<file path="config.mk">
export PLATFORM = sky130hd
export DESIGN_NAME = json_syntax_validator
export DESIGN_NICKNAME = d
export VERILOG_FILES = /design/src/jsv_pkg.sv /design/src/jsv_stack.sv /design/src/jsv_core.sv /design/src/json_syntax_validator.sv
export SDC_FILE = /design/constraint.sdc
export NUM_CORES = 1
export LEC_CHECK = 0
export BUFFER_PORTS_ARGS = -buffer_cell sky130_fd_sc_hd__buf_2
export CORE_ASPECT_RATIO = 0.7
export CORE_MARGIN = 10
export CORE_UTILIZATION = 38
export CTS_BUF_LIST = sky130_fd_sc_hd__clkbuf_4
export DETAILED_ROUTE_END_ITERATION = 8
export PLACE_DENSITY = 0.52
export SYNTH_ARGS = -nofsm -noshare
export SYNTH_HDL_FRONTEND = slang
export SYNTH_SLANG_ARGS = --single-unit
</file>
<file path="constraint.sdc">
create_clock -name aclk -period 9 [get_ports aclk]
set_clock_uncertainty 0.1 [all_clocks]
set_input_delay 0.9 -clock aclk [delete_from_list [all_inputs] [get_ports aclk]]
set_output_delay 0.9 -clock aclk [all_outputs]
set_load 0.01 [all_outputs]
</file>
<file path="src/jsv_pkg.sv">
package jsv_pkg;

    // default sizes of the nesting stack and of the number length counter
    localparam int JSV_MAX_LEVEL     = 32;
    localparam int JSV_NUMBER_BUFFER = 64;

    // register indexes of the configuration port
    localparam logic REG_LEVEL_LIMIT  = 1'b0;
    localparam logic REG_NUMBER_LIMIT = 1'b1;

    // register reset values
    localparam logic [5:0] LEVEL_LIMIT_RESET  = 6'd32;
    localparam logic [5:0] NUMBER_LIMIT_RESET = 6'd63;

    // result status codes
    localparam logic [1:0] ST_FINE      = 2'd0;
    localparam logic [1:0] ST_ERROR     = 2'd1;
    localparam logic [1:0] ST_END_VALID = 2'd2;
    localparam logic [1:0] ST_END_BAD   = 2'd3;

    // character codes
    localparam logic [7:0] CH_NUL    = 8'h00;
    localparam logic [7:0] CH_TAB    = 8'h09;
    localparam logic [7:0] CH_LF     = 8'h0A;
    localparam logic [7:0] CH_CR     = 8'h0D;
    localparam logic [7:0] CH_SPACE  = 8'h20;
    localparam logic [7:0] CH_QUOTE  = 8'h22;
    localparam logic [7:0] CH_PLUS   = 8'h2B;
    localparam logic [7:0] CH_COMMA  = 8'h2C;
    localparam logic [7:0] CH_MINUS  = 8'h2D;
    localparam logic [7:0] CH_DOT    = 8'h2E;
    localparam logic [7:0] CH_SLASH  = 8'h2F;
    localparam logic [7:0] CH_ZERO   = 8'h30;
    localparam logic [7:0] CH_NINE   = 8'h39;
    localparam logic [7:0] CH_COLON  = 8'h3A;
    localparam logic [7:0] CH_UP_A   = 8'h41;
    localparam logic [7:0] CH_UP_E   = 8'h45;
    localparam logic [7:0] CH_UP_F   = 8'h46;
    localparam logic [7:0] CH_LBRACK = 8'h5B;
    localparam logic [7:0] CH_BSLASH = 8'h5C;
    localparam logic [7:0] CH_RBRACK = 8'h5D;
    localparam logic [7:0] CH_LO_A   = 8'h61;
    localparam logic [7:0] CH_LO_B   = 8'h62;
    localparam logic [7:0] CH_LO_E   = 8'h65;
    localparam logic [7:0] CH_LO_F   = 8'h66;
    localparam logic [7:0] CH_LO_L   = 8'h6C;
    localparam logic [7:0] CH_LO_N   = 8'h6E;
    localparam logic [7:0] CH_LO_R   = 8'h72;
    localparam logic [7:0] CH_LO_S   = 8'h73;
    localparam logic [7:0] CH_LO_T   = 8'h74;
    localparam logic [7:0] CH_LO_U   = 8'h75;
    localparam logic [7:0] CH_LBRACE = 8'h7B;
    localparam logic [7:0] CH_RBRACE = 8'h7D;

    // literal kinds
    localparam logic [1:0] LIT_TRUE  = 2'd0;
    localparam logic [1:0] LIT_FALSE = 2'd1;
    localparam logic [1:0] LIT_NULL  = 2'd2;

    // number of hex digits after a unicode escape
    localparam logic [2:0] HEX_DIGITS = 3'd4;

    // parser phase
    typedef enum logic [4:0] {
        PH_VALUE     = 5'd0,
        PH_ARR_FIRST = 5'd1,
        PH_OBJ_FIRST = 5'd2,
        PH_KEY       = 5'd3,
        PH_COLON     = 5'd4,
        PH_AFTER     = 5'd5,
        PH_DONE      = 5'd6,
        PH_STR       = 5'd7,
        PH_STR_ESC   = 5'd8,
        PH_STR_HEX   = 5'd9,
        PH_KSTR      = 5'd10,
        PH_KSTR_ESC  = 5'd11,
        PH_KSTR_HEX  = 5'd12,
        PH_LIT       = 5'd13,
        PH_NSIGN     = 5'd14,
        PH_NZERO     = 5'd15,
        PH_NINT      = 5'd16,
        PH_NDOT      = 5'd17,
        PH_NFRAC     = 5'd18,
        PH_NEXP      = 5'd19,
        PH_NEXPS     = 5'd20,
        PH_NEXPD     = 5'd21
    } phase_t;

    // stack control from the parser
    typedef struct packed {
        logic push;
        logic pop;
        logic push_obj;
    } stack_ctrl_t;

    // one result
    typedef struct packed {
        logic [1:0] status;
        logic [5:0] open_containers;
    } result_t;

    function automatic logic is_space(input logic [7:0] c);
        return c == CH_SPACE || c == CH_TAB || c == CH_LF || c == CH_CR;
    endfunction

    function automatic logic is_digit(input logic [7:0] c);
        return c >= CH_ZERO && c <= CH_NINE;
    endfunction

    function automatic logic is_hex(input logic [7:0] c);
        return is_digit(c) || (c >= CH_LO_A && c <= CH_LO_F) || (c >= CH_UP_A && c <= CH_UP_F);
    endfunction

    function automatic logic is_exp(input logic [7:0] c);
        return c == CH_LO_E || c == CH_UP_E;
    endfunction

    // number phases where the text may legally stop
    function automatic logic num_can_end(input phase_t ph);
        return ph == PH_NZERO || ph == PH_NINT || ph == PH_NFRAC || ph == PH_NEXPD;
    endfunction

    function automatic logic is_num_phase(input phase_t ph);
        return ph >= PH_NSIGN && ph <= PH_NEXPD;
    endfunction

    function automatic logic [2:0] lit_len(input logic [1:0] kind);
        logic [2:0] len;
        case (kind)
            LIT_FALSE: len = 3'd5;
            default:   len = 3'd4;
        endcase
        return len;
    endfunction

    // letters of true, false and null
    function automatic logic [7:0] lit_char(input logic [1:0] kind, input logic [2:0] idx);
        logic [7:0] ch;
        ch = CH_NUL;
        case (kind)
            LIT_TRUE: begin
                case (idx)
                    3'd0:    ch = CH_LO_T;
                    3'd1:    ch = CH_LO_R;
                    3'd2:    ch = CH_LO_U;
                    3'd3:    ch = CH_LO_E;
                    default: ch = CH_NUL;
                endcase
            end
            LIT_FALSE: begin
                case (idx)
                    3'd0:    ch = CH_LO_F;
                    3'd1:    ch = CH_LO_A;
                    3'd2:    ch = CH_LO_L;
                    3'd3:    ch = CH_LO_S;
                    3'd4:    ch = CH_LO_E;
                    default: ch = CH_NUL;
                endcase
            end
            LIT_NULL: begin
                case (idx)
                    3'd0:    ch = CH_LO_N;
                    3'd1:    ch = CH_LO_U;
                    3'd2:    ch = CH_LO_L;
                    3'd3:    ch = CH_LO_L;
                    default: ch = CH_NUL;
                endcase
            end
            default: ch = CH_NUL;
        endcase
        return ch;
    endfunction

endpackage

</file>
<file path="src/jsv_stack.sv">
module jsv_stack import jsv_pkg::*; #(
    parameter int MAX_LEVEL = JSV_MAX_LEVEL,
    parameter int LVL_W     = $clog2(MAX_LEVEL + 2)
) (
    input  logic             aclk,
    input  stack_ctrl_t      ctrl,
    input  logic [LVL_W-1:0] level,
    input  logic [LVL_W-1:0] level_next,
    output logic             top_obj
);

    localparam int IDX_W = $clog2(MAX_LEVEL + 1);

    // one bit per open container, 1 for object
    logic             mem [MAX_LEVEL + 1];
    logic             top_reg;
    logic             below_reg;
    logic [LVL_W-1:0] below_lvl;
    logic [IDX_W-1:0] wr_idx;
    logic [IDX_W-1:0] rd_idx;

    assign wr_idx    = level[IDX_W-1:0];
    assign below_lvl = level_next - LVL_W'(2);
    assign rd_idx    = (level_next >= LVL_W'(2)) ? below_lvl[IDX_W-1:0] : '0;

    // push writes the new top, the entry under the next top is prefetched
    always_ff @(posedge aclk) begin
        if (ctrl.push) begin
            mem[wr_idx] <= ctrl.push_obj;
        end
        below_reg <= mem[rd_idx];
    end

    // top of stack kept in a flop
    always_ff @(posedge aclk) begin
        if (ctrl.push) begin
            top_reg <= ctrl.push_obj;
        end else if (ctrl.pop) begin
            top_reg <= below_reg;
        end
    end

    assign top_obj = top_reg;

endmodule

</file>
<file path="src/jsv_core.sv">
module jsv_core import jsv_pkg::*; #(
    parameter int MAX_LEVEL     = JSV_MAX_LEVEL,
    parameter int NUMBER_BUFFER = JSV_NUMBER_BUFFER,
    parameter int LVL_W         = $clog2(MAX_LEVEL + 2)
) (
    input  logic             aclk,
    input  logic             aresetn,
    input  logic             step,
    input  logic [7:0]       text_byte,
    input  logic             final_byte,
    input  logic [5:0]       level_limit,
    input  logic [5:0]       number_limit,
    input  logic             top_obj,
    output stack_ctrl_t      stk_ctrl,
    output logic [LVL_W-1:0] level,
    output logic [LVL_W-1:0] level_next,
    output result_t          result
);

    localparam int CMP_W   = (LVL_W > 6) ? LVL_W : 6;
    localparam int NUM_CAP = (NUMBER_BUFFER - 1 < 63) ? NUMBER_BUFFER - 1 : 63;

    phase_t           ph_reg, ph_next;
    logic [LVL_W-1:0] lvl_reg, lvl_next;
    logic [2:0]       sub_reg, sub_next;
    logic [1:0]       kind_reg, kind_next;
    logic [5:0]       nlen_reg, nlen_next;
    logic             err_reg, err_next;
    logic             ended_reg, ended_next;

    logic [CMP_W-1:0] eff_lvl;
    logic [5:0]       eff_num;
    logic             too_deep;
    logic             stack_full;
    logic             num_over;
    logic             top_is_obj;

    // effective limits, clamped to what the storage holds
    always_comb begin
        if (CMP_W'(level_limit) > CMP_W'(MAX_LEVEL)) begin
            eff_lvl = CMP_W'(MAX_LEVEL);
        end else begin
            eff_lvl = CMP_W'(level_limit);
        end
        if (number_limit > 6'(NUM_CAP)) begin
            eff_num = 6'(NUM_CAP);
        end else begin
            eff_num = number_limit;
        end
    end

    assign too_deep   = CMP_W'(lvl_reg) > eff_lvl;
    assign stack_full = lvl_reg > LVL_W'(MAX_LEVEL);
    assign num_over   = ({1'b0, nlen_reg} + 7'd1) > {1'b0, eff_num};
    assign top_is_obj = (lvl_reg != '0) && top_obj;

    // byte parser
    always_comb begin
        logic   active;
        logic   fail;
        logic   run_sw;
        logic   do_start;
        logic   do_close;
        logic   key;
        logic   num_ok;
        logic   end_now;
        logic   err_mid;
        phase_t num_ph;
        phase_t ph_sw;
        logic [2:0] sub_inc;

        ph_next    = ph_reg;
        lvl_next   = lvl_reg;
        sub_next   = sub_reg;
        kind_next  = kind_reg;
        nlen_next  = nlen_reg;
        ended_next = ended_reg;
        stk_ctrl   = '0;
        fail       = 1'b0;
        run_sw     = 1'b0;
        do_start   = 1'b0;
        do_close   = 1'b0;
        num_ok     = 1'b0;
        num_ph     = ph_reg;
        ph_sw      = ph_reg;
        end_now    = 1'b0;
        key        = (ph_reg == PH_KSTR) || (ph_reg == PH_KSTR_ESC) || (ph_reg == PH_KSTR_HEX);
        sub_inc    = sub_reg + 3'd1;
        active     = step && !err_reg && !ended_reg;

        // number grammar step
        case (ph_reg)
            PH_NSIGN: begin
                if (text_byte == CH_ZERO) begin
                    num_ok = 1'b1; num_ph = PH_NZERO;
                end else if (is_digit(text_byte)) begin
                    num_ok = 1'b1; num_ph = PH_NINT;
                end
            end
            PH_NZERO: begin
                if (text_byte == CH_DOT) begin
                    num_ok = 1'b1; num_ph = PH_NDOT;
                end else if (is_exp(text_byte)) begin
                    num_ok = 1'b1; num_ph = PH_NEXP;
                end
            end
            PH_NINT: begin
                if (is_digit(text_byte)) begin
                    num_ok = 1'b1; num_ph = PH_NINT;
                end else if (text_byte == CH_DOT) begin
                    num_ok = 1'b1; num_ph = PH_NDOT;
                end else if (is_exp(text_byte)) begin
                    num_ok = 1'b1; num_ph = PH_NEXP;
                end
            end
            PH_NDOT: begin
                if (is_digit(text_byte)) begin
                    num_ok = 1'b1; num_ph = PH_NFRAC;
                end
            end
            PH_NFRAC: begin
                if (is_digit(text_byte)) begin
                    num_ok = 1'b1; num_ph = PH_NFRAC;
                end else if (is_exp(text_byte)) begin
                    num_ok = 1'b1; num_ph = PH_NEXP;
                end
            end
            PH_NEXP: begin
                if (text_byte == CH_PLUS || text_byte == CH_MINUS) begin
                    num_ok = 1'b1; num_ph = PH_NEXPS;
                end else if (is_digit(text_byte)) begin
                    num_ok = 1'b1; num_ph = PH_NEXPD;
                end
            end
            default: begin
                if (is_digit(text_byte)) begin
                    num_ok = 1'b1; num_ph = PH_NEXPD;
                end
            end
        endcase

        if (active) begin
            if (text_byte == CH_NUL) begin
                end_now = 1'b1;
            end else if (is_num_phase(ph_reg)) begin
                if (num_ok) begin
                    ph_next = num_ph;
                    if (num_over) begin
                        fail = 1'b1;
                    end else begin
                        nlen_next = nlen_reg + 6'd1;
                    end
                end else if (num_can_end(ph_reg)) begin
                    // number ends here, the byte is parsed again after it
                    ph_sw  = (lvl_reg == '0) ? PH_DONE : PH_AFTER;
                    run_sw = 1'b1;
                end else begin
                    fail = 1'b1;
                end
            end else begin
                run_sw = 1'b1;
            end
        end

        // structural phases
        if (run_sw) begin
            ph_next = ph_sw;
            case (ph_sw)
                PH_VALUE: begin
                    if (!is_space(text_byte)) begin
                        do_start = 1'b1;
                    end
                end
                PH_ARR_FIRST: begin
                    if (text_byte == CH_RBRACK) begin
                        do_close = 1'b1;
                    end else if (!is_space(text_byte)) begin
                        do_start = 1'b1;
                    end
                end
                PH_OBJ_FIRST: begin
                    if (text_byte == CH_RBRACE) begin
                        do_close = 1'b1;
                    end else if (text_byte == CH_QUOTE) begin
                        ph_next = PH_KSTR;
                    end else if (!is_space(text_byte)) begin
                        fail = 1'b1;
                    end
                end
                PH_KEY: begin
                    if (text_byte == CH_QUOTE) begin
                        ph_next = PH_KSTR;
                    end else if (!is_space(text_byte)) begin
                        fail = 1'b1;
                    end
                end
                PH_COLON: begin
                    if (text_byte == CH_COLON) begin
                        ph_next = PH_VALUE;
                    end else if (!is_space(text_byte)) begin
                        fail = 1'b1;
                    end
                end
                PH_AFTER: begin
                    if (is_space(text_byte)) begin
                        ph_next = PH_AFTER;
                    end else if (text_byte == CH_COMMA) begin
                        ph_next = top_is_obj ? PH_KEY : PH_VALUE;
                    end else if (text_byte == CH_RBRACE && top_is_obj) begin
                        do_close = 1'b1;
                    end else if (text_byte == CH_RBRACK && lvl_reg != '0 && !top_is_obj) begin
                        do_close = 1'b1;
                    end else begin
                        fail = 1'b1;
                    end
                end
                PH_DONE: begin
                    if (!is_space(text_byte)) begin
                        fail = 1'b1;
                    end
                end
                PH_STR, PH_KSTR: begin
                    if (text_byte == CH_QUOTE) begin
                        if (key) begin
                            ph_next = PH_COLON;
                        end else begin
                            ph_next = (lvl_reg == '0) ? PH_DONE : PH_AFTER;
                        end
                    end else if (text_byte < CH_SPACE) begin
                        fail = 1'b1;
                    end else if (text_byte == CH_BSLASH) begin
                        ph_next = key ? PH_KSTR_ESC : PH_STR_ESC;
                    end
                end
                PH_STR_ESC, PH_KSTR_ESC: begin
                    if (text_byte == CH_QUOTE || text_byte == CH_BSLASH ||
                        text_byte == CH_SLASH || text_byte == CH_LO_B ||
                        text_byte == CH_LO_F || text_byte == CH_LO_N ||
                        text_byte == CH_LO_R || text_byte == CH_LO_T) begin
                        ph_next = key ? PH_KSTR : PH_STR;
                    end else if (text_byte == CH_LO_U) begin
                        sub_next = 3'd0;
                        ph_next  = key ? PH_KSTR_HEX : PH_STR_HEX;
                    end else begin
                        fail = 1'b1;
                    end
                end
                PH_STR_HEX, PH_KSTR_HEX: begin
                    if (!is_hex(text_byte)) begin
                        fail = 1'b1;
                    end else if (sub_inc >= HEX_DIGITS) begin
                        sub_next = 3'd0;
                        ph_next  = key ? PH_KSTR : PH_STR;
                    end else begin
                        sub_next = sub_inc;
                    end
                end
                PH_LIT: begin
                    if (kind_reg > LIT_NULL || sub_reg >= lit_len(kind_reg) ||
                        lit_char(kind_reg, sub_reg) != text_byte) begin
                        fail = 1'b1;
                    end else if (sub_inc >= lit_len(kind_reg)) begin
                        sub_next = 3'd0;
                        ph_next  = (lvl_reg == '0) ? PH_DONE : PH_AFTER;
                    end else begin
                        sub_next = sub_inc;
                    end
                end
                default: begin
                    fail = 1'b1;
                end
            endcase
        end

        // start of a value
        if (do_start) begin
            if (too_deep) begin
                fail = 1'b1;
            end else if (text_byte == CH_QUOTE) begin
                ph_next = PH_STR;
            end else if (text_byte == CH_LO_T || text_byte == CH_LO_F ||
                         text_byte == CH_LO_N) begin
                kind_next = (text_byte == CH_LO_T) ? LIT_TRUE :
                            (text_byte == CH_LO_F) ? LIT_FALSE : LIT_NULL;
                sub_next  = 3'd1;
                ph_next   = PH_LIT;
            end else if (text_byte == CH_LBRACE || text_byte == CH_LBRACK) begin
                if (stack_full) begin
                    fail = 1'b1;
                end else begin
                    stk_ctrl.push     = 1'b1;
                    stk_ctrl.push_obj = (text_byte == CH_LBRACE);
                    lvl_next          = lvl_reg + LVL_W'(1);
                    ph_next = (text_byte == CH_LBRACE) ? PH_OBJ_FIRST : PH_ARR_FIRST;
                end
            end else if (text_byte == CH_MINUS || is_digit(text_byte)) begin
                ph_next = (text_byte == CH_MINUS) ? PH_NSIGN :
                          (text_byte == CH_ZERO) ? PH_NZERO : PH_NINT;
                if (eff_num == 6'd0) begin
                    fail      = 1'b1;
                    nlen_next = 6'd0;
                end else begin
                    nlen_next = 6'd1;
                end
            end else begin
                fail = 1'b1;
            end
        end

        // closing bracket or brace
        if (do_close) begin
            stk_ctrl.pop = 1'b1;
            lvl_next     = lvl_reg - LVL_W'(1);
            ph_next      = (lvl_reg == LVL_W'(1)) ? PH_DONE : PH_AFTER;
        end

        // end of text, by a zero byte or by the last byte of the request
        err_mid = err_reg | fail;
        if (end_now || (step && final_byte && !ended_reg)) begin
            ended_next = 1'b1;
            if (!err_mid && !(ph_next == PH_DONE ||
                              (lvl_next == '0 && num_can_end(ph_next)))) begin
                err_mid = 1'b1;
            end
        end
        err_next = err_mid;

        // result of this byte
        result.open_containers = 6'(lvl_next);
        if (final_byte) begin
            result.status = err_next ? ST_END_BAD : ST_END_VALID;
        end else begin
            result.status = err_next ? ST_ERROR : ST_FINE;
        end

        // last byte returns the parse to its start
        if (step && final_byte) begin
            ph_next    = PH_VALUE;
            lvl_next   = '0;
            sub_next   = 3'd0;
            kind_next  = 2'd0;
            nlen_next  = 6'd0;
            err_next   = 1'b0;
            ended_next = 1'b0;
        end
    end

    // parser state
    always_ff @(posedge aclk) begin
        if (!aresetn) begin
            ph_reg    <= PH_VALUE;
            lvl_reg   <= '0;
            sub_reg   <= 3'd0;
            kind_reg  <= 2'd0;
            nlen_reg  <= 6'd0;
            err_reg   <= 1'b0;
            ended_reg <= 1'b0;
        end else if (step) begin
            ph_reg    <= ph_next;
            lvl_reg   <= lvl_next;
            sub_reg   <= sub_next;
            kind_reg  <= kind_next;
            nlen_reg  <= nlen_next;
            err_reg   <= err_next;
            ended_reg <= ended_next;
        end
    end

    assign level      = lvl_reg;
    assign level_next = step ? lvl_next : lvl_reg;

    // open count stays within the stack
    assert property (@(posedge aclk) disable iff (!aresetn)
        lvl_reg <= LVL_W'(MAX_LEVEL + 1))
        else $error("open count beyond stack depth");

    // the last byte leaves a clean parse for the next document
    assert property (@(posedge aclk) disable iff (!aresetn)
        step && final_byte |=> lvl_reg == '0 && !err_reg && !ended_reg && ph_reg == PH_VALUE)
        else $error("parse not cleared after last byte");

    // an error holds until the document ends
    assert property (@(posedge aclk) disable iff (!aresetn)
        err_reg && step && !final_byte |=> err_reg)
        else $error("error flag dropped inside a document");

    // nesting moves by at most one level per byte
    assert property (@(posedge aclk) disable iff (!aresetn)
        step && !final_byte |=> lvl_reg == $past(lvl_reg) ||
            lvl_reg == $past(lvl_reg) + LVL_W'(1) || lvl_reg == $past(lvl_reg) - LVL_W'(1))
        else $error("nesting level jumped");

endmodule

</file>
<file path="src/json_syntax_validator.sv">
// channel   | direction | handshake              | payload
// ----------+-----------+------------------------+--------------------------------
// input     | in        | s_valid / s_ready      | s_text_byte, s_final_byte
// result    | out       | m_valid / m_ready      | m_status, m_open_containers
// config    | in        | cfg_valid / cfg_ready  | cfg_index, cfg_data
//
// one byte per clock sustained while m_ready holds; a taken request passes the input register,
// then the parser logic into the result register, where its result is offered
// the rate rests on the combinational parser step and its one-deep nesting stack prefetch
// synchronous active-low reset; no memory clearing pass, so requests are taken right after reset
// the input register refills while a result waits, so a stall on m_ready costs no bubble
module json_syntax_validator import jsv_pkg::*; #(
    parameter int MAX_LEVEL     = JSV_MAX_LEVEL,
    parameter int NUMBER_BUFFER = JSV_NUMBER_BUFFER
) (
    input  logic       aclk,
    input  logic       aresetn,
    input  logic       s_valid,
    output logic       s_ready,
    input  logic [7:0] s_text_byte,
    input  logic       s_final_byte,
    output logic       m_valid,
    input  logic       m_ready,
    output logic [1:0] m_status,
    output logic [5:0] m_open_containers,
    input  logic       cfg_valid,
    output logic       cfg_ready,
    input  logic       cfg_index,
    input  logic [5:0] cfg_data
);

    localparam int LVL_W = $clog2(MAX_LEVEL + 2);

    logic             in_vld_reg;
    logic [7:0]       byte_reg;
    logic             last_reg;
    logic             out_vld_reg;
    result_t          res_reg;
    result_t          res_next;
    logic [5:0]       lvl_lim_reg;
    logic [5:0]       num_lim_reg;
    logic             fire;
    stack_ctrl_t      stk_ctrl;
    logic [LVL_W-1:0] level;
    logic [LVL_W-1:0] level_next;
    logic             top_obj;

    // the parser steps when a byte is held and the result slot is free
    assign fire    = in_vld_reg && (!out_vld_reg || m_ready);
    assign s_ready = !in_vld_reg || fire;

    // input register
    always_ff @(posedge aclk) begin
        if (!aresetn) begin
            in_vld_reg <= 1'b0;
        end else if (s_ready) begin
            in_vld_reg <= s_valid;
        end
    end

    always_ff @(posedge aclk) begin
        if (s_valid && s_ready) begin
            byte_reg <= s_text_byte;
            last_reg <= s_final_byte;
        end
    end

    // configuration registers
    assign cfg_ready = 1'b1;

    always_ff @(posedge aclk) begin
        if (!aresetn) begin
            lvl_lim_reg <= LEVEL_LIMIT_RESET;
            num_lim_reg <= NUMBER_LIMIT_RESET;
        end else if (cfg_valid && cfg_ready) begin
            case (cfg_index)
                REG_LEVEL_LIMIT:  lvl_lim_reg <= cfg_data;
                REG_NUMBER_LIMIT: num_lim_reg <= cfg_data;
                default:          lvl_lim_reg <= lvl_lim_reg;
            endcase
        end
    end

    jsv_core #(
        .MAX_LEVEL     (MAX_LEVEL),
        .NUMBER_BUFFER (NUMBER_BUFFER),
        .LVL_W         (LVL_W)
    ) u_core (
        .aclk         (aclk),
        .aresetn      (aresetn),
        .step         (fire),
        .text_byte    (byte_reg),
        .final_byte   (last_reg),
        .level_limit  (lvl_lim_reg),
        .number_limit (num_lim_reg),
        .top_obj      (top_obj),
        .stk_ctrl     (stk_ctrl),
        .level        (level),
        .level_next   (level_next),
        .result       (res_next)
    );

    jsv_stack #(
        .MAX_LEVEL (MAX_LEVEL),
        .LVL_W     (LVL_W)
    ) u_stack (
        .aclk       (aclk),
        .ctrl       (stk_ctrl),
        .level      (level),
        .level_next (level_next),
        .top_obj    (top_obj)
    );

    // result register
    always_ff @(posedge aclk) begin
        if (!aresetn) begin
            out_vld_reg <= 1'b0;
        end else if (fire) begin
            out_vld_reg <= 1'b1;
        end else if (m_ready) begin
            out_vld_reg <= 1'b0;
        end
    end

    always_ff @(posedge aclk) begin
        if (fire) begin
            res_reg <= res_next;
        end
    end

    assign m_valid           = out_vld_reg;
    assign m_status          = res_reg.status;
    assign m_open_containers = res_reg.open_containers;

    // every parser step produces a result
    assert property (@(posedge aclk) disable iff (!aresetn)
        fire |=> m_valid)
        else $error("parser step without result");

    // a held byte is not lost while the result side stalls
    assert property (@(posedge aclk) disable iff (!aresetn)
        in_vld_reg && !fire |=> in_vld_reg && $stable(byte_reg) && $stable(last_reg))
        else $error("held byte dropped");

    // the verdict codes only come with the last byte
    assert property (@(posedge aclk) disable iff (!aresetn)
        fire && !last_reg |=> m_status == ST_FINE || m_status == ST_ERROR)
        else $error("verdict on a byte that is not last");

endmodule

</file>
### After elaboration in Yosys (flattened, before gate mapping)

Memory sizes are Yosys's and may differ from the RTL's. A register that Yosys moved wholly into a read port is not among the register bits.
Cells that the tools add are included.

| cells by class | value |
|---|---|
| $add $sub $neg | 6 |
| magnitude comparators | 19 |
| eq/ne operators | 63 |
| mux-type cells | 195 |
| bitwise operators | 2 |
| reductions and logical operators | 77 |

Operators with widths:

| operator | count |
|---|---|
| two-way mux 5 bit | 45 |
| two-way mux 6 bit | 24 |
| equality test 8 x 7 -> 1 bit (second input constant) | 13 |
| two-way mux 1 bit | 81 |
| equality test 8 x 6 -> 1 bit (second input constant) | 9 |
| equality test 5 x 4 -> 1 bit (second input constant) | 12 |
| two-way mux 3 bit | 18 |
| equality test 5 bit (second input constant) | 8 |
| case mux 5 bit (8 select lines) | 1 |
| case mux 7 bit (5 select lines) | 1 |
| logical OR 1 bit | 32 |
| case mux 5 bit (6 select lines) | 1 |
| case mux 7 bit (4 select lines) | 1 |
| two-way mux 2 bit | 13 |
| equality test 5 x 3 -> 1 bit (second input constant) | 5 |
| equality test 8 x 4 -> 1 bit (second input constant) | 3 |
| case mux 8 bit (3 select lines) | 1 |
| case mux 7 bit (3 select lines) | 1 |
| > comparator 6 bit (second input constant) | 3 |
| logical NOT 6 bit | 3 |
| greater-or-equal comparator 8 x 7 -> 1 bit (second input constant) | 2 |
| less-or-equal comparator 8 x 7 -> 1 bit (second input constant) | 2 |
| logical AND 1 bit | 16 |
| two-way mux 8 bit | 2 |
| 44 further kinds | 65 |

| storage, ports and cells | value |
|---|---|
| bits in registers | 56 |
| memory bits (writable) | 33 |
| bits of input ports | 21 |
| output and inout bits | 11 |
| word-level logic and storage cells | 379 |
| memories | 1 |

Memory list:

| memory | depth | width | rd ports | clocked after memory_dff | write ports | line | source |
|---|---|---|---|---|---|---|---|
| u_stack.mem | 33 | 1 | 1 | 1 | 1 | jsv_stack.sv:15 | `logic mem [MAX_LEVEL + 1];` |

### Depth between registers and ports, before layout

| depth | value |
|---|---|
| word-level depth | 43 |
| gate-level depth with buffers | 20 |
| depth with buffers taken out | 19 |

### Hierarchy

Synthesis repeated with hierarchy kept, for this count alone.

| unflattened totals | value |
|---|---|
| cell total of the unflattened synthesis | 914 |
| area, all modules | 7,648.6 µm² |

By module, submodules not included:

| module | instances | cells each | area an instance (µm²) | seq. area each (µm²) |
|---|---|---|---|---|
| jsv_core | 1 | 663 | 4,604.4 | 480.5 |
| jsv_stack | 1 | 167 | 1,884.3 | 1,041.0 |
| json_syntax_validator | 1 | 84 | 1,159.9 | 790.8 |

### Worst setup path after synthesis

No wires, ideal clock.

| path | value |
|---|---|
| kind | reg2reg |
| start point | reg byte_reg[4] |
| end point | reg u_stack.below_reg (read register of u_stack.mem) |
| setup time | 0.135 ns |
| data arrival time | 4.462 ns |
| data required time | 8.765 ns |
| setup slack | 4.303 ns |
| cell stages (with the launch flop) | 20 |
| buffers on the path | 3 |
| period minus slack after synthesis | 4.697 ns |
| cell sequence | edfxtp_1 or4b_1 buf_2 or3_4 a21boi_4 nor3_2 a21o_1 buf_6 o41a_1 a311oi_2 o311ai_4 inv_1 ha_1 buf_2 inv_1 mux4_2 mux2i_1 o221ai_1 o211ai_1 a311oi_2 |

| between the ends | value |
|---|---|
| longest elaborated chain between the ends | 19 |
| elaborated cells on any way between the ends | 77 |
| classes of those cells | 1 x add/sub; 3 x order compare; 22 x eq/ne; 37 x mux; 14 x reduce/logical |

RTL lines:

| what | line | source |
|---|---|---|
| from (decl) | json_syntax_validator.sv:35 | `logic [7:0] byte_reg;` |
| from (signal assigned) | json_syntax_validator.sv:63 | `byte_reg <= s_text_byte;` |
| branches (longest 14 deep; another with greater-or-equal comparator 8 x 6 -> 1 bit) | n/a |  |
| two-way mux 6 bit (*) | jsv_core.sv:311 | `if (do_close) begin` |
| two-way mux 6 bit (*) | jsv_core.sv:337 | `if (step && final_byte) begin` |
| two-way mux 6 bit (*) | n/a |  |
| subtractor 6 x 2 -> 6 bit / greater-or-equal comparator 6 x 2 -> 1 bit (equally long branches) | jsv_stack.sv:23, jsv_stack.sv:24 |  |
| two-way mux 6 bit (*) | jsv_stack.sv:24 | `assign rd_idx = (level_next >= LVL_W'(2)) ? below_lvl[IDX_W-1:0] : '0;` |
| to (decl) | jsv_stack.sv:17 | `logic below_reg;` |

Every way passes the cells marked *.
A chain may end at the register's enable or synchronous reset.

### Final worst setup path

| path | value |
|---|---|
| start point | reg byte_reg[5] |
| end point | reg u_stack.below_reg (read register of u_stack.mem) |

The elaborated chain is that of the path after synthesis.

==> results.cfg <==
[outcome]
outcome = finished, final reports clean

[cts]
cts_root_buffer = clkbuf_4
clkSinkCount = 90
cts_setup_buffers = 0
cts.clk_slew.worst_paths_ps = 200
htree_levels = 3
clockBufferDepth = 2
cts_tree = built
postCtsResizedCells = 0
numCtsBuffers = 9
clk_latency_ps = 500
cts_hold_buf = 0

[finish]
area_growth_pct = 6.315
largest_register_ffs = 33
drive_gt1_share_pct = 11.09
fin_nets = 925
final_cells = 1120
final_core_util_pct = 41.75
num_antenna_cells = 0

[routing]
postRouteWirelength_mm = 25.73
drc_errors = 0
drtAntennaViolNets = 0
drt_pass1_iterations = 5
vias_per_cell = 6.352
dr.first_iter.drc_count = 1056
vias = 7114
wire_per_inst_um = 22.97

[critical_path]
critical_path_arrival_ps = 5920
path_class = reg -> reg
crit_start = byte_reg[5]$_DFFE_PP_
start_kind = flop
rr_endpoint = u_stack.below_reg$_DFF_P_
r2r_cells = 16
required_ps = 9310
crit_fanout = 19
rr_startpoint = byte_reg[5]$_DFFE_PP_
crit_path_end_kind = flop
ff2ff_setup_slack_ps = 3390

[yosys]
syn-num-nets = 922
synthArstFlopShare_pct = 0
ys_seq_area_share_pct = 32.24
avgSynthCellArea_sq_um = 8.187
synthSimpleGateAreaFrac_pct = 27.56
synth_top_family_by_area = simple AND/OR/NAND/NOR gates
muxShareOfSynthArea_pct = 4.065
yosys_register_bits = 90
synth_top_area_share_pct = 21.35
synthTopCellsByArea = edfxtp_1, dfxtp_1, nor2_1
synth_flop_cell = edfxtp_1
syn_area_sq_um = 7172
synth_warnings = 0
ys_top_cells_by_count = nor2_1, nand2_1, edfxtp_1
synth.largest_area_cell = edfxtp_1
synth-xor-area-share_pct = 2.198
syn_inst = 876
yosysUniqueCellTypes = 93
synth_edf_count = 51
synth_most_common_cell = nor2_1
synth_fa_ha_area_share_pct = 4.361
synth_compound_area_share_pct = 25.05

[die]
row_count = 41
die_w_um = 184.2
die_h_um = 134.9
core-area_sq_um = 18260
start_util_pct = 39.27
dieArea_sq_um = 24860
io_pins = 32

[hold_path]
hp-class = reg -> reg
min_to = lvl_lim_reg[0]$_SDFFE_PN0P_
min_from = lvl_lim_reg[0]$_SDFFE_PN0P_
hold-path-cell-count = 2

[sta]
rsz0062_at_grt = false
post-route-period-util_pct = 62.39
setup_tns_ps = 0
period_needed_ps = 5615
worstMarginPinSlew_ps = 1158
slew_headroom_pct = 22.80
fmax_mhz = 178.1
setup_viol = 0
hold_viol = 0
finalMaxSlewViolations = 0

[placement]
place_congestion = 0.9462
post-place-cells = 1104
port_buffers = 30
dpl.hpwl_mm = 20.24

[global_route]
grt_start_max_net_pins = 35
grt_pass1_wl_mm = 39.29
grt_pass1_vias = 6615
grt_overflow = 0
antenna_found_initial = 0
grt.total_usage_pct = 20.42

[pwr]
power.switching_uw = 244.6
p_leak_uw = 0.002823
netSwitchingFraction_pct = 31.39
power.internal_uw = 534.7
clockPowerShare_pct = 31.3
powerDensity_nw_per_um2 = 102.2
power_uw = 779.3
vdd_drop_max_mv = 0.06467
power_frac_seq_pct = 58.1
combPwrFrac_pct = 10.6

[flow_run]
drv_cap = 0
[layout by cell type (no fill, tap or decap), drive strengths merged, types with 11 or more instances in the layout]
cell / n
nor2: 128
nand2: 89
edfxtp: 51
o21ai: 46
a21oi: 45
dfxtp: 39
buf: 38
inv: 35
nand3: 33
ha: 25
and3: 24
nor3: 24
nor2b: 17
o31ai: 16
a21o: 14
o211ai: 14
or3: 14
mux2i: 13
nand2b: 12
nand4: 11
xnor2: 11
and2: 11
[worst max-delay path by stage]
stage / to / slack (ps) / cells after the start
6_report: u_stack.below_reg$_DFF_P_ / 3390 / 16
5_1_grt: u_stack.below_reg$_DFF_P_ / 2980 / 16
4_1_cts: u_stack.below_reg$_DFF_P_ / 3440 / 16
3_5_place_dp: u_stack.below_reg$_DFF_P_ / 3470 / 16
3_3_place_gp: u_stack.below_reg$_DFF_P_ / 3660 / 16
2_1_floorplan: u_stack.below_reg$_DFF_P_ / 4300 / 19
[through the flow]
step | hold slack (ps) | instance area (sq um) | worst slack, ps
final | 426.6 | 7625 | 3385
after global routing | 421.9 | 7625 | 2977
after CTS | 434.5 | 7625 | 3444
after detailed placement | 394.1 | 7481 | 3469
after global placement | 381.9 | 7481 | 3657
after floorplan | 324.4 | 7172 | 4303
[area by class of cell]
type                       count  area [sq um]
fill                        1890         10640
multi-input combinational    707          4539
sequential                    90          2312
tap                          236         295.3
timing repair buffer          38         210.2
inverter                      33         123.9
clock inverter                 7         76.32
clock buffer                   9         67.56
[critical path, cell delays in order (launching register included)]
cell and delay (ps):
edfxtp_1 810, or4b_1 660, nor4_1 310, o21a_1 210
o21ai_1 290, a21o_1 430, nor3_1 580, a311oi_2 250
o311ai_4 190, inv_1 140, ha_1 430, inv_1 210
mux4_2 330, mux2i_1 180, o221ai_1 160, o211ai_1 140
a311oi_2 110
[layer usage]
metal	global-route usage [%]	vias to the layer above	wire length, um	part of all wire [%]
li1	-	3282	-	-
met5	0	-	0	0
met1	31.93	3432	12740	50
met3	6.538	18	3172	12
met4	2.949	0	219	0.85
met2	26.16	382	9596	37
[kinds of logic (layout without fill, tap and decap cells)]
logic type      count (synthesis)  count (layout)
flops                          90              90
other cells                     1               1
simple gates                  400             400
compound gates                241             241
mux                            22              22
xor+xnor                       18              18
buf+inv                        79              87
fa+ha+maj                      25              25
[power by group through the flow]
stage	combinational, uW	clock, uW	sequential, uW
detailed placement	80.7	0	461
finish	82.5	244	453
global route	89.6	268	454
CTS	81.1	249	452
global placement	80.9	0	461
floorplan	57.6	0	454
(Power assumes the default switching activity.)
